[src/rtl/fucc_pkg.sv]
// Shared types and constants for the frame unstuff / checksum check block.
// No dependencies.
`timescale 1ns / 1ps

package fucc_pkg;

  // Final frame status codes
  typedef enum logic [1:0] {
    ST_OK           = 2'd0,
    ST_BAD_HEADER   = 2'd1,
    ST_CHK_MISMATCH = 2'd2,
    ST_TOO_SHORT    = 2'd3
  } status_e;

  // Configuration register indexes
  localparam logic CFG_HEADER_BYTE = 1'b0;
  localparam logic CFG_STUFF_BYTE  = 1'b1;

  // Configuration reset values
  localparam logic [7:0] HEADER_BYTE_RST = 8'hFF;
  localparam logic [7:0] STUFF_BYTE_RST  = 8'h55;

  // Header position: first byte, second byte, then body
  localparam logic [1:0] HDR_FIRST = 2'd0;
  localparam logic [1:0] HDR_BODY  = 2'd2;

  localparam logic [7:0] TALLY_MAX = 8'hFF;

endpackage

[src/rtl/frame_unstuff_checksum_check_top.sv]
// Deframer: header check, byte destuffing and additive checksum check.
// Depends on fucc_pkg.
`timescale 1ns / 1ps

// One raw byte is taken per transfer, one per clock cycle when the output
// side keeps up. Each accepted byte updates the frame state in the cycle of
// its transfer and its result, if any, is registered and shown the next cycle;
// a byte is accepted while a result waits, as long as that result is taken in
// the same cycle (in_ready_o = !out_valid_o | out_ready_i). Destuffed body
// bytes appear one destuffed byte late; the byte flagged frame_end always
// yields one final result carrying the checksum, the status and the body
// count. Configuration writes take effect on the next cycle and should be
// made only while no frame is in flight.
module frame_unstuff_checksum_check_top (
  input  logic       clk_i,
  input  logic       rst_ni,
  // configuration write port
  input  logic       cfg_we_i,
  input  logic       cfg_index_i,
  input  logic [7:0] cfg_data_i,
  // raw byte input
  input  logic       in_valid_i,
  output logic       in_ready_o,
  input  logic [7:0] raw_byte_i,
  input  logic       frame_end_i,
  // result output
  output logic       out_valid_o,
  input  logic       out_ready_i,
  output logic [7:0] data_byte_o,
  output logic       final_flag_o,
  output logic [1:0] frame_status_o,
  output logic [7:0] body_count_o
);

  // Configuration registers
  logic [7:0] header_byte_q;
  logic [7:0] stuff_byte_q;

  always_ff @(posedge clk_i or negedge rst_ni) begin
    if (!rst_ni) begin
      header_byte_q <= fucc_pkg::HEADER_BYTE_RST;
      stuff_byte_q  <= fucc_pkg::STUFF_BYTE_RST;
    end else if (cfg_we_i) begin
      unique case (cfg_index_i)
        fucc_pkg::CFG_HEADER_BYTE: header_byte_q <= cfg_data_i;
        fucc_pkg::CFG_STUFF_BYTE:  stuff_byte_q  <= cfg_data_i;
        default: ;
      endcase
    end
  end

  // Frame state
  logic [1:0] hdr_pos_q,      hdr_pos_d;
  logic       hdr_good_q,     hdr_good_d;
  logic       prior_mark_q,   prior_mark_d;
  logic       held_valid_q,   held_valid_d;
  logic [7:0] held_byte_q,    held_byte_d;
  logic [7:0] run_sum_q,      run_sum_d;
  logic [7:0] tally_q,        tally_d;

  // Result register
  logic       out_valid_q,  out_valid_d;
  logic [7:0] out_data_q,   out_data_d;
  logic       out_final_q,  out_final_d;
  logic [1:0] out_status_q, out_status_d;
  logic [7:0] out_count_q,  out_count_d;

  logic       in_fire;
  logic       in_body;
  logic       drop_stuff;
  logic       have_new;
  logic       any_body;
  logic       good_now;
  logic [7:0] sum_fin;
  logic [7:0] chk_byte;
  fucc_pkg::status_e status_fin;

  assign in_ready_o = !out_valid_q || out_ready_i;
  assign in_fire    = in_valid_i && in_ready_o;

  // Classify the incoming byte
  always_comb begin
    in_body    = (hdr_pos_q == fucc_pkg::HDR_BODY);
    drop_stuff = in_body && prior_mark_q && (raw_byte_i == stuff_byte_q);
    have_new   = in_body && !drop_stuff;
    good_now   = hdr_good_q && (in_body || (raw_byte_i == header_byte_q));
    any_body   = have_new || held_valid_q;
    sum_fin    = run_sum_q + ((have_new && held_valid_q) ? held_byte_q : 8'd0);
    if (have_new) begin
      chk_byte = raw_byte_i;
    end else if (held_valid_q) begin
      chk_byte = held_byte_q;
    end else begin
      chk_byte = 8'd0;
    end
    // bad header over too short over mismatch
    if (!good_now) begin
      status_fin = fucc_pkg::ST_BAD_HEADER;
    end else if (!any_body) begin
      status_fin = fucc_pkg::ST_TOO_SHORT;
    end else if (sum_fin != chk_byte) begin
      status_fin = fucc_pkg::ST_CHK_MISMATCH;
    end else begin
      status_fin = fucc_pkg::ST_OK;
    end
  end

  // Next frame state and result
  always_comb begin
    hdr_pos_d    = hdr_pos_q;
    hdr_good_d   = hdr_good_q;
    prior_mark_d = prior_mark_q;
    held_valid_d = held_valid_q;
    held_byte_d  = held_byte_q;
    run_sum_d    = run_sum_q;
    tally_d      = tally_q;
    out_valid_d  = out_valid_q && !out_ready_i;
    out_data_d   = out_data_q;
    out_final_d  = out_final_q;
    out_status_d = out_status_q;
    out_count_d  = out_count_q;

    if (in_fire) begin
      if (!in_body) begin
        hdr_pos_d  = hdr_pos_q + 2'd1;
        hdr_good_d = good_now;
      end else if (drop_stuff) begin
        prior_mark_d = 1'b0;
      end else begin
        prior_mark_d = (raw_byte_i == header_byte_q);
        if (tally_q != fucc_pkg::TALLY_MAX) begin
          tally_d = tally_q + 8'd1;
        end
      end

      out_count_d = tally_d;
      if (frame_end_i) begin
        // final result, then back to the start of a frame
        out_valid_d  = 1'b1;
        out_data_d   = chk_byte;
        out_final_d  = 1'b1;
        out_status_d = status_fin;
        hdr_pos_d    = fucc_pkg::HDR_FIRST;
        hdr_good_d   = 1'b1;
        prior_mark_d = 1'b0;
        held_valid_d = 1'b0;
        held_byte_d  = 8'd0;
        run_sum_d    = 8'd0;
        tally_d      = 8'd0;
      end else if (have_new) begin
        // release the held byte, hold the new one
        out_valid_d  = held_valid_q;
        out_data_d   = held_byte_q;
        out_final_d  = 1'b0;
        out_status_d = fucc_pkg::ST_OK;
        if (held_valid_q) begin
          run_sum_d = run_sum_q + held_byte_q;
        end
        held_byte_d  = raw_byte_i;
        held_valid_d = 1'b1;
      end else begin
        out_valid_d = 1'b0;
      end
    end
  end

  // Control and frame state registers
  always_ff @(posedge clk_i or negedge rst_ni) begin
    if (!rst_ni) begin
      hdr_pos_q    <= fucc_pkg::HDR_FIRST;
      hdr_good_q   <= 1'b1;
      prior_mark_q <= 1'b0;
      held_valid_q <= 1'b0;
      held_byte_q  <= 8'd0;
      run_sum_q    <= 8'd0;
      tally_q      <= 8'd0;
      out_valid_q  <= 1'b0;
    end else begin
      hdr_pos_q    <= hdr_pos_d;
      hdr_good_q   <= hdr_good_d;
      prior_mark_q <= prior_mark_d;
      held_valid_q <= held_valid_d;
      held_byte_q  <= held_byte_d;
      run_sum_q    <= run_sum_d;
      tally_q      <= tally_d;
      out_valid_q  <= out_valid_d;
    end
  end

  // Result payload, no reset needed
  always_ff @(posedge clk_i) begin
    out_data_q   <= out_data_d;
    out_final_q  <= out_final_d;
    out_status_q <= out_status_d;
    out_count_q  <= out_count_d;
  end

  assign out_valid_o    = out_valid_q;
  assign data_byte_o    = out_data_q;
  assign final_flag_o   = out_final_q;
  assign frame_status_o = out_status_q;
  assign body_count_o   = out_count_q;

  // A held byte only exists once the header is behind us
  a_held_in_body: assert property (@(posedge clk_i) disable iff (!rst_ni)
    held_valid_q |-> (hdr_pos_q == fucc_pkg::HDR_BODY))
    else $error("held byte outside frame body");

  // Frame state is cleared after a frame end transfer
  a_clear_after_end: assert property (@(posedge clk_i) disable iff (!rst_ni)
    (in_fire && frame_end_i) |=> (hdr_pos_q == fucc_pkg::HDR_FIRST) && !held_valid_q
      && (tally_q == 8'd0) && (run_sum_q == 8'd0))
    else $error("frame state not cleared after frame end");

  // Data results carry ok status and at least two body bytes
  a_data_result: assert property (@(posedge clk_i) disable iff (!rst_ni)
    (out_valid_q && !out_final_q) |->
      (out_status_q == fucc_pkg::ST_OK) && (out_count_q >= 8'd2))
    else $error("malformed data result");

  // A good or mismatching frame had at least one body byte
  a_final_count: assert property (@(posedge clk_i) disable iff (!rst_ni)
    (out_valid_q && out_final_q && (out_status_q == fucc_pkg::ST_OK ||
      out_status_q == fucc_pkg::ST_CHK_MISMATCH)) |-> (out_count_q != 8'd0))
    else $error("checked frame without body bytes");

  // A final result always comes from a frame end transfer
  a_final_source: assert property (@(posedge clk_i) disable iff (!rst_ni)
    (in_fire && !frame_end_i) |=> !(out_valid_q && out_final_q))
    else $error("final result without frame end");

endmodule

[config.mk]
export PLATFORM = sky130hd
export DESIGN_NAME = frame_unstuff_checksum_check_top
export DESIGN_NICKNAME = d
export VERILOG_FILES = /design/src/rtl/fucc_pkg.sv /design/src/rtl/frame_unstuff_checksum_check_top.sv
export SDC_FILE = /design/constraint.sdc
export NUM_CORES = 1
export LEC_CHECK = 0
export BUFFER_PORTS_ARGS = -buffer_cell sky130_fd_sc_hd__buf_2
export CAP_MARGIN = 10
export CORE_MARGIN = 5
export CORE_UTILIZATION = 45
export CTS_CLUSTER_DIAMETER = 200
export CTS_CLUSTER_SIZE = 30
export DETAILED_ROUTE_END_ITERATION = 10
export GPL_TIMING_DRIVEN = 0
export PLACE_DENSITY = 0.64
export SLEW_MARGIN = 10
export SYNTH_ARGS = -nofsm -noshare
export SYNTH_HDL_FRONTEND = slang
export SYNTH_SLANG_ARGS = --single-unit
[constraint.sdc]
create_clock -name clk_i -period 3.95 [get_ports clk_i]
set_input_delay 0.1975 -clock clk_i [delete_from_list [all_inputs] [get_ports clk_i]]
set_output_delay 0.1975 -clock clk_i [all_outputs]
set_load 0.05 [all_outputs]
Word-level counts from Yosys, hierarchy flattened
Cells that the tools add are included.
Widths: inputs -> output; s select.
- add/sub/neg operators: 4
- multipliers: 0
- div/mod/pow operators: 0
- $lt $le $gt $ge: 0
- equality and inequality tests: 6
- shifts and indexed selects: 0
- multiplexer cells: 32
- bitwise logic cells: 1
- reductions and logical operators: 22
- operators by type and width (cell ; count):
    $mux 8 ; 14
    $add 8x8->8 ; 2
    $eq 8x8->1 ; 2
    $mux 2 ; 7
    $mux 1 ; 11
    $reduce_and 2->1 ; 5
    $add 8x1->8 const B ; 1
    $ne 8x8->1 ; 1
    $ne 8x8->1 const B ; 1
    $logic_and 1x1->1 ; 7
    $reduce_bool 2->1 ; 3
    $logic_not 1->1 ; 3
    $logic_or 1x1->1 ; 3
    $reduce_and 3->1 ; 1
    $add 2x1->2 const B ; 1
    $eq 2x2->1 const B ; 1
    $ne 2x2->1 const B ; 1
    $not 1->1 ; 1
- flip-flop bits (word level): 65
- latch bits: 0
- memory bits (writable): 0
- ROM bits: 0
- input port bits: 23
- output and inout port bits: 21
- logic and storage cells: 79
- memories: 0

Longest topological paths before layout
Gate-level depths: netlist of the first run.
- word-level depth: 13
- depth in mapped cells: 15
- mapped depth without buffers: 13

Worst setup path after synthesis of the first run
Ideal clock, no wire load.
- kind: reg2reg
- start point: register stuff_byte_q[6]
- end point: register out_status_q[1], in the netlist frame_status_o[1] (data pin)
- library setup time: 265 ps
- arrival time: 3104 ps
- data required time: 3685 ps
- slack: 580 ps
- cell stages (with the launch flop): 15
- buffers on the path: 1
- clock period less this slack: 3370 ps
- path through: dfstp_2 > xnor2_1 > nand3_2 > o31a_4 > clkbuf_1 > and3_1 > ha_1 > fa_1 > a21o_1 > a21oi_1 > o21ai_0 > mux2i_1 > o211a_1 > nor3_1 > a31oi_1
- word-level cells in the longest chain between the ends: 12
- elaborated cells between the ends (all ways): 14
- those cells by class: 1 x add/sub; 2 x eq/ne; 6 x mux; 5 x reduce/logical
- RTL lines (element ; RTL line ; RTL):
    start: declaration ; frame_unstuff_checksum_check_top.sv:37 ; logic [7:0] stuff_byte_q;
    start signal: assignment ; frame_unstuff_checksum_check_top.sv:42 ; stuff_byte_q <= fucc_pkg::STUFF_BYTE_RST;
    start signal: assignment ; frame_unstuff_checksum_check_top.sv:46 ; fucc_pkg::CFG_STUFF_BYTE: stuff_byte_q <= cfg_data_i;
    $eq 8x8->1 (*) ; frame_unstuff_checksum_check_top.sv:84 ; drop_stuff = in_body && prior_mark_q && (raw_byte_i == stuff_byte_q);
    $logic_and 1x1->1 (*) ; frame_unstuff_checksum_check_top.sv:84 ;
    $logic_not 1->1 (*) ; frame_unstuff_checksum_check_top.sv:85 ; have_new = in_body && !drop_stuff;
    $logic_and 1x1->1 (*) ; frame_unstuff_checksum_check_top.sv:85 ;
    $logic_and 1x1->1 ; frame_unstuff_checksum_check_top.sv:88 ; sum_fin = run_sum_q + ((have_new && held_valid_q) ? held_byte_q : 8'd0);
    $mux 8 ; frame_unstuff_checksum_check_top.sv:88 ;
    $add 8x8->8 ; frame_unstuff_checksum_check_top.sv:88 ;
    $ne 8x8->1 ; frame_unstuff_checksum_check_top.sv:101 ; end else if (sum_fin != chk_byte) begin
    $mux 2 ; frame_unstuff_checksum_check_top.sv:101 ;
    $mux 2 (*) ; frame_unstuff_checksum_check_top.sv:99 ; end else if (!any_body) begin
    $mux 2 (*) ; frame_unstuff_checksum_check_top.sv:97 ; if (!good_now) begin
    $mux 2 (*) ; frame_unstuff_checksum_check_top.sv:137 ; if (frame_end_i) begin
    end signal: assignment ; frame_unstuff_checksum_check_top.sv:194 ; out_status_q <= out_status_d;
    end: declaration ; frame_unstuff_checksum_check_top.sv:65 ; logic [1:0] out_status_q, out_status_d;
Mark *: on every way between the ends. The rest lies on a longest branch, timed or not.
A chain may end at the register's enable or synchronous reset.

Worst setup path in the final report of the first run
Same ends and word-level chain as after synthesis.

==> summary.md, run 1 <==
| Metric | Value |
|---|---|
| Clk_skew | ~9.8 ps |
| Netlist cell types | 54 |
| Core area | around 8200 um2 |
| CTS max path bufs | 2 |
| Placer's final routability congestion estimate | about 0.81 |
| Top post-synthesis cells by area | dfrtp_1, edfxtp_1, dfstp_2 |
| Compound-Gate Fraction of Synth Area | 0.174 |
| # IOs | 44 |
| DR pass1 iterations | 4 |
| Per-cell routed wire length | roughly 17 um |
| Period Utilization, post-route | 0.922 |
| CP max FO | 14 |
| Die area | just over 10000 um2 |
| Outcome | finished, final reports clean |
| FF+latch count, synth | 65 |
| Vias per cell | 5.63 |
| Initial antenna violation count | 0 |
| Number of buffers inserted by port buffering | 41 |
| Die Y | between 100 and 150 um |
| Max frequency | 275 MHz |
| Gr usage total | 0.179 |
| First-pass GRT wire length | between 10000 and 15000 um |
| Rel. slew slack | 0.141 |
| Setup_tns | 0 ps |
| N_diodes | 0 |
| HP Class | primary input to asynchronous set/reset pin |
| Initial core utilization | 0.461 |
| Hold buffer count at CTS | 0 |
| Area share of the largest cell type after synthesis | 0.219 |
| Worst setup startpoint | stuff_byte_q[6]$_DFFE_PN1P_ |
| Nets@finish | 439 |
| CTS clock-pin slew for the worst setup and hold paths | approximately 80 ps |
| MaxCap Viol Count | 0 |
| Post-DRT Antenna Nets | 0 |
| Xor/xnor share of the synthesized area | 0.0884 |
| Setup-failing EPs final | 0 |
| RSZ-0062 raised after global routing | no |
| Critical path startpoint category | flop |
| CTS tree | built |
| CTS root buf | clkbuf_8 |
| CP delay by family, top | compound AO/OA/AOI/OAI gates |
| Crit. End Element | flop |
| Largest family of logic cells by synthesized area | compound AO/OA/AOI/OAI gates |
| Commonest non-fill, non-tap cell in the layout | buf_2 |
| Largest stage delay, worst path | about 540 ps |
| Routed wire length | 8720 um |
| Slew @ Worst Pin | roughly 1300 ps |
| Post-synthesis net count | between 300 and 400 |
| Dpl ws | between 70 and 80 ps |
| Fillcell total | ~770 |
| Async SR Flop Fraction | 0.708 |
| Reg-to-reg startpoint | stuff_byte_q[6]$_DFFE_PN1P_ |
| Most frequent cells in the layout | buf_2, nand2_1, dfrtp_1 |
| Final critical-path required period | roughly 3600 ps |
| Post-Synthesis Cells | approximately 350 |
| Post-synth EDFFs | 19 |
| Clock sink total | 65 |
| Vias in the first global route | 2836 |
| Worst EP required | 4030 ps |
| Seq/Total Area, Yosys | 0.462 |
| CTS Buf Count | 9 |
| Ys flop type | dfrtp_1 |
| Num rows | 33 |
| Post-CTS setup buffer count | 0 |
| Maximum number of pins on one net before global-route repair | 47 |
| Netlist Area Pre-Place | about 3800 um2 |
| Cell Pwr Density | 600 nW/um2 |
| YS warnings | 0 |
| Avg Inst Size Synth | roughly 11 um2 |
| Grt ovf | 0 |
| Chip width | ~100 um |
| Maximum vdd ir drop | approximately 260 uV |
| Multiplexer area fraction after synthesis | 0.0645 |
| Post-Synth Adder-Cell Area | 0.0638 |
| # DRC | 0 |
| Tot Pwr | 2590 uW |
| Critical-path cell list | xnor2_1, nand3_2, o31a_4, and3_1, ha_1, fa_1, a21o_1, a21oi_1, o21ai_0, mux2i_1, o211a_1, nor3_1, a31oi_1 |
| Worst EP arrival | about 3700 ps |
| P&R area growth vs syn | 14.6% |
| Crit path max-delay cell type | dfstp_2 |
| Fin. Hold Viols | 0 |
| H-tree Lvls | 3 |
| Clk_lat worst skew | 350 ps |
| PnR worst setup slack | around 310 ps |
| DRT iter0 DRCs | around 140 |
| Final Max Tran Viols | 0 |
| Simple-gate share of the synthesized area | 0.113 |
| Leak Pwr | around 0.0019 uW |
| Post-CTS Resized | 0 |
| WP buf/inv | 0 |
| Fraction of layout cells with a size suffix above 1 | 0.256 |
| Dpl hpwl | 6310 um |
| WS Path Type | flop to flop |
| Post-synth top area cell | dfrtp_1 |
| Vias post-DR | 2860 |
[final timing paths]
| check | endpoint | slack, ps | cells after the start |
|---|---|---|---|
| min reg2reg | prior_mark_q$_DFFE_PN0P_ | 510 | 1 |
| max reg2reg | frame_status_o[1]$_SDFFCE_PN0P_ | 310 | 13 |
| min | run_sum_q[2]$_DFFE_PN0P_ | 50 | 1 |
| max in group asynchronous | held_byte_q[4]$_DFFE_PN0P_ | 3220 | 1 |
| max | frame_status_o[1]$_SDFFCE_PN0P_ | 310 | 13 |
| min in group clk_i | final_flag_o$_SDFFCE_PP1P_ | 60 | 1 |
[synthesized netlist by cell type, drive strengths merged, types with 2 or more instances]
library cell	number
a21o	4
fa	2
nor3	4
a22o	7
and2	4
nor2	13
xnor2	31
nand3	3
a211oi	2
o31a	2
a31oi	2
mux2	18
nand4	6
xor2	7
and3	8
dfstp	13
or3	2
a32o	8
inv	12
a2111oi	3
ha	16
buf	6
nand2b	2
dfrtp	33
o21bai	3
mux2i	4
edfxtp	19
o22ai	2
a22oi	10
a21oi	17
nand2	37
o31ai	6
or4	2
o21ai	19
clkbuf	11
[stage by stage]
stage	hold slack, ps	area, um2	util	std cells
final	54.2	4310	0.528	508
after global routing	39.7	4310	0.528	508
after CTS	42.7	4320	0.528	509
after detailed placement	401	4100	0.502	493
after global placement	401	4100	0.502	493
after floorplan	-98.1	3760	-	347
[flip-flops by register name (all words and copies together) (netlist names), 8 cells and up]
signal / flops
held_byte_q: 8
body_count_o: 8
run_sum_q: 8
data_byte_o: 8
tally_q: 8
header_byte_q: 8
stuff_byte_q: 8
[routing by layer]
metal / GRT usage / wire length, um / vias to the layer above
met2: 0.278 / 4050 / 86
met5: 0 / 0 / -
met1: 0.241 / 4050 / 1386
met3: 0.0475 / 513 / 12
li1: - / - / 1376
met4: 0.0634 / 104 / 0
[report_power, final]
part           switching, uW  total, uW  internal, uW
clock network            273        632           358
logic                    586        971           385
registers                130        984           854
total                    989       2590          1600
[layout make-up]
type                       instances  area, um2  share of cell area
tap                              105        131              0.0305
clock inverter                     6       88.8              0.0206
inverter                          12       45.0              0.0104
buffer                            16       81.3              0.0189
clock buffer                      10        128              0.0296
timing repair buffer              41        205              0.0476
sequential                        65       1740               0.403
multi-input combinational        253       1900               0.440
[cell families after synthesis]
group                      after synthesis
AOI/OAI and AO/OA                       90
xor gates and xnor gates                38
adders and majority gates               18
buffers and inverters                   29
DFF                                     65
muxes                                   22
and+or+nand+nor                         85
[worst reg2reg max path: cells and delay by family (launching register included)]
family / cells / cell delay (ps)
AO/OA/AOI/OAI: 6 / 1350
adder cells (fa/ha/maj): 2 / 600
AND/OR/NAND/NOR: 3 / 570
flip-flops: 1 / 540
multiplexers: 1 / 160
XOR/XNOR: 1 / 130
(Power assumes the default switching activity.)
==> run 2, diff against run 1 <==
- CELL_PAD_IN_SITES_DETAIL_PLACEMENT: unset -> 0
- CELL_PAD_IN_SITES_GLOBAL_PLACEMENT: unset -> 1
- PLACE_DENSITY: 0.64 -> 0.78
==> run 2 against run 1 <==
Combinational power grew 0.7%. Utilization up 0.28 points. Via count rose by 1.2%. Clock skew is 3.9 ps higher. Flip-flop and latch count is the same. First-iteration DRC count grew 12%. Critical path depth did not move. Total power fell by 1.5%. Largest cell class unchanged. Largest power group unchanged.
==> summary.md, run 2 (synthesis gave the netlist of run 1 again) <==
| Metric | Value |
|---|---|
| Core area | 8180 um2 (unchanged) |
| Multi-input gate area | 1900 um2 (about the same) |
| CTS root buf | clkbuf_8 (unchanged) |
| Crit. End Element | flop (unchanged) |
| Number of buffers inserted by port buffering | 41 (unchanged) |
| CTS max path bufs | 2 (unchanged) |
| RR Endpoint | frame_status_o[1]$_SDFFCE_PN0P_ (unchanged) |
| Per-cell routed wire length | 17.3 um (was 17.2 um) |
| Max frequency | 280 MHz (was 275 MHz) |
| H-tree Lvls | 3 (unchanged) |
| Post-DRT Antenna Nets | 0 (unchanged) |
| Met3 GRT Util | 0.0393 (was 0.0475) |
| HP Class | primary input to flop (was primary input to asynchronous set/reset pin) |
| Die area | 10300 um2 (unchanged) |
| Reg-to-reg startpoint | stuff_byte_q[6]$_DFFE_PN1P_ (unchanged) |
| Rel. slew slack | 0.433 (was 0.141) |
| Fin cells | 510 (was 508) |
| P&R area growth vs syn | 15.2% (was 14.6%) |
| Inst Count DP | 493 (unchanged) |
| Setup_tns | 0 ps (unchanged) |
| Leak Pwr | 0.00189 uW (about the same) |
| CTS clock-pin slew for the worst setup and hold paths | 80 ps (about the same) |
| Initial core utilization | 0.461 (unchanged) |
| Worst EP required | 4040 ps (was 4030 ps) |
| DRT iter0 DRCs | 159 (was 142) |
| CTS Buf Count | 9 (unchanged) |
| Vias in the first global route | 2923 (was 2836) |
| Routing usage on met2 | 0.304 (was 0.278) |
| Die Y | 101 um (unchanged) |
| Routed wire length | 8800 um (was 8720 um) |
| First-pass GRT wire length | 14400 um (was 14200 um) |
| Clk_skew | 13.8 ps (was 9.83 ps) |
| PnR worst setup slack | 376 ps (was 309 ps) |
| GRT busiest layer | met2 (unchanged) |
| # IOs | 44 (unchanged) |
| Critical path startpoint category | flop (unchanged) |
| Period Utilization, post-route | 0.905 (was 0.922) |
| RSZ-0062 raised after global routing | no (unchanged) |
| CTS tree | built (unchanged) |
| Slew @ Worst Pin | 851 ps (was 1290 ps) |
| Worst setup startpoint | stuff_byte_q[6]$_DFFE_PN1P_ (unchanged) |
| Num rows | 33 (unchanged) |
| Maximum number of pins on one net before global-route repair | 47 (unchanged) |
| Reg2reg path depth | 13 (unchanged) |
| Hold Path Origin | frame_end_i |
| Tot Pwr | 2550 uW (was 2590 uW) |
| Chip width | 101 um (unchanged) |
| Worst EP arrival | 3660 ps (was 3720 ps) |
| # DRC | 0 (unchanged) |
| Placer's final routability congestion estimate | 0.880 (was 0.810) |
| WS Path Type | flop to flop (unchanged) |
| MaxCap Viol Count | 0 (unchanged) |
| Fillcell total | 760 (was 773) |
| CP Capture Point | frame_status_o[1]$_SDFFCE_PN0P_ (unchanged) |
| Gr usage total | 0.184 (was 0.179) |
| Dpl ws | 85.3 ps (was 70.5 ps) |
| Nets@finish | 441 (was 439) |
| Commonest non-fill, non-tap cell in the layout | buf_2 (unchanged) |
| Clock sink total | 65 (unchanged) |
| Grt ovf | 0 (unchanged) |
| Setup-failing EPs final | 0 (unchanged) |
| Initial antenna violation count | 0 (unchanged) |
| N_diodes | 0 (unchanged) |
| DR pass1 iterations | 5 (was 4) |
| Most frequent cells in the layout | buf_2, nand2_1, dfrtp_1 (unchanged) |
| Final Max Tran Viols | 0 (unchanged) |
| Maximum vdd ir drop | 259 uV (was 261 uV) |
| R2R setup slack | 380 ps (was 310 ps) |
| Min Hold Slack | 35.4 ps (was 54.2 ps) |
| Outcome | finished, final reports clean (unchanged) |
| CP max FO | 14 (unchanged) |
| Vias per cell | 5.67 (was 5.63) |
| Cell Pwr Density | 588 nW/um2 (was 600 nW/um2) |
| Post-CTS setup buffer count | 0 (unchanged) |
| Fin. Hold Viols | 0 (unchanged) |
| Clk_lat worst skew | 360 ps (was 350 ps) |
| FF/Latch Area | 1740 um2 (unchanged) |
| Vias post-DR | 2893 (was 2860) |
| Fraction of layout cells with a size suffix above 1 | 0.262 (was 0.256) |
| Final critical-path required period | 3570 ps (was 3640 ps) |
| Dpl hpwl | 6350 um (was 6310 um) |
| GR met1 Demand/Resource | 0.232 (was 0.241) |
run 2: per-stage QoR:
stage	util	cell area [um2]
final	0.530	4340
after global placement	0.502	4100
after global routing	0.530	4340
after CTS	0.527	4310
after floorplan	-	3760
after detailed placement	0.502	4110
run 2: power by group:
part           internal [uW]  switching (uW)  leakage (uW)
clock                    297             289      0.000101
sequential               854             129      0.000756
combinational            390             588       0.00103
run 2: worst min path at each step:
stage | end | slack, ps | cells past startpoint
final | final_flag_o$_SDFFCE_PP1P_ | 40 | 1
after CTS | final_flag_o$_SDFFCE_PP1P_ | 30 | 1
after detailed placement | final_flag_o$_SDFFCE_PP1P_ | 390 | 1
after global placement | final_flag_o$_SDFFCE_PP1P_ | 390 | 1
after global routing | final_flag_o$_SDFFCE_PP1P_ | 30 | 1
after floorplan | hdr_pos_q[0]$_DFFE_PN0P_ | -100 | 0
run 2: final cells by class:
class,count,share of cell area
multi-input cells,253,0.439
repair buffers,43,0.0542
clock inverters,7,0.0185
inverters,12,0.0104
clock buffers,9,0.0286
flip-flops and latches,65,0.401
plain buffers,16,0.0188
well taps,105,0.0303
run 2: worst max-delay path: stages (launching register included):
cell	delay (ps)
dfstp_2	540
xnor2_1	130
nand3_2	140
o31a_4	440
and3_1	210
ha_1	210
fa_1	410
a21o_1	180
a21oi_1	210
o21ai_0	140
mux2i_1	160
o211a_1	230
nor3_1	180
a31oi_1	130
run 2: layer usage:
metal | share of wire | vias up
li1 | - | 1382
met1 | 0.44 | 1397
met2 | 0.48 | 99
met3 | 0.063 | 15
met4 | 0.021 | 0
met5 | 0 | -
run 2: timing repair:
action	in CTS	in global routing
resized for setup	0	1
hold buffers	0	1
endpoints found under the hold margin	0	11
setup endpoints to repair	0	1
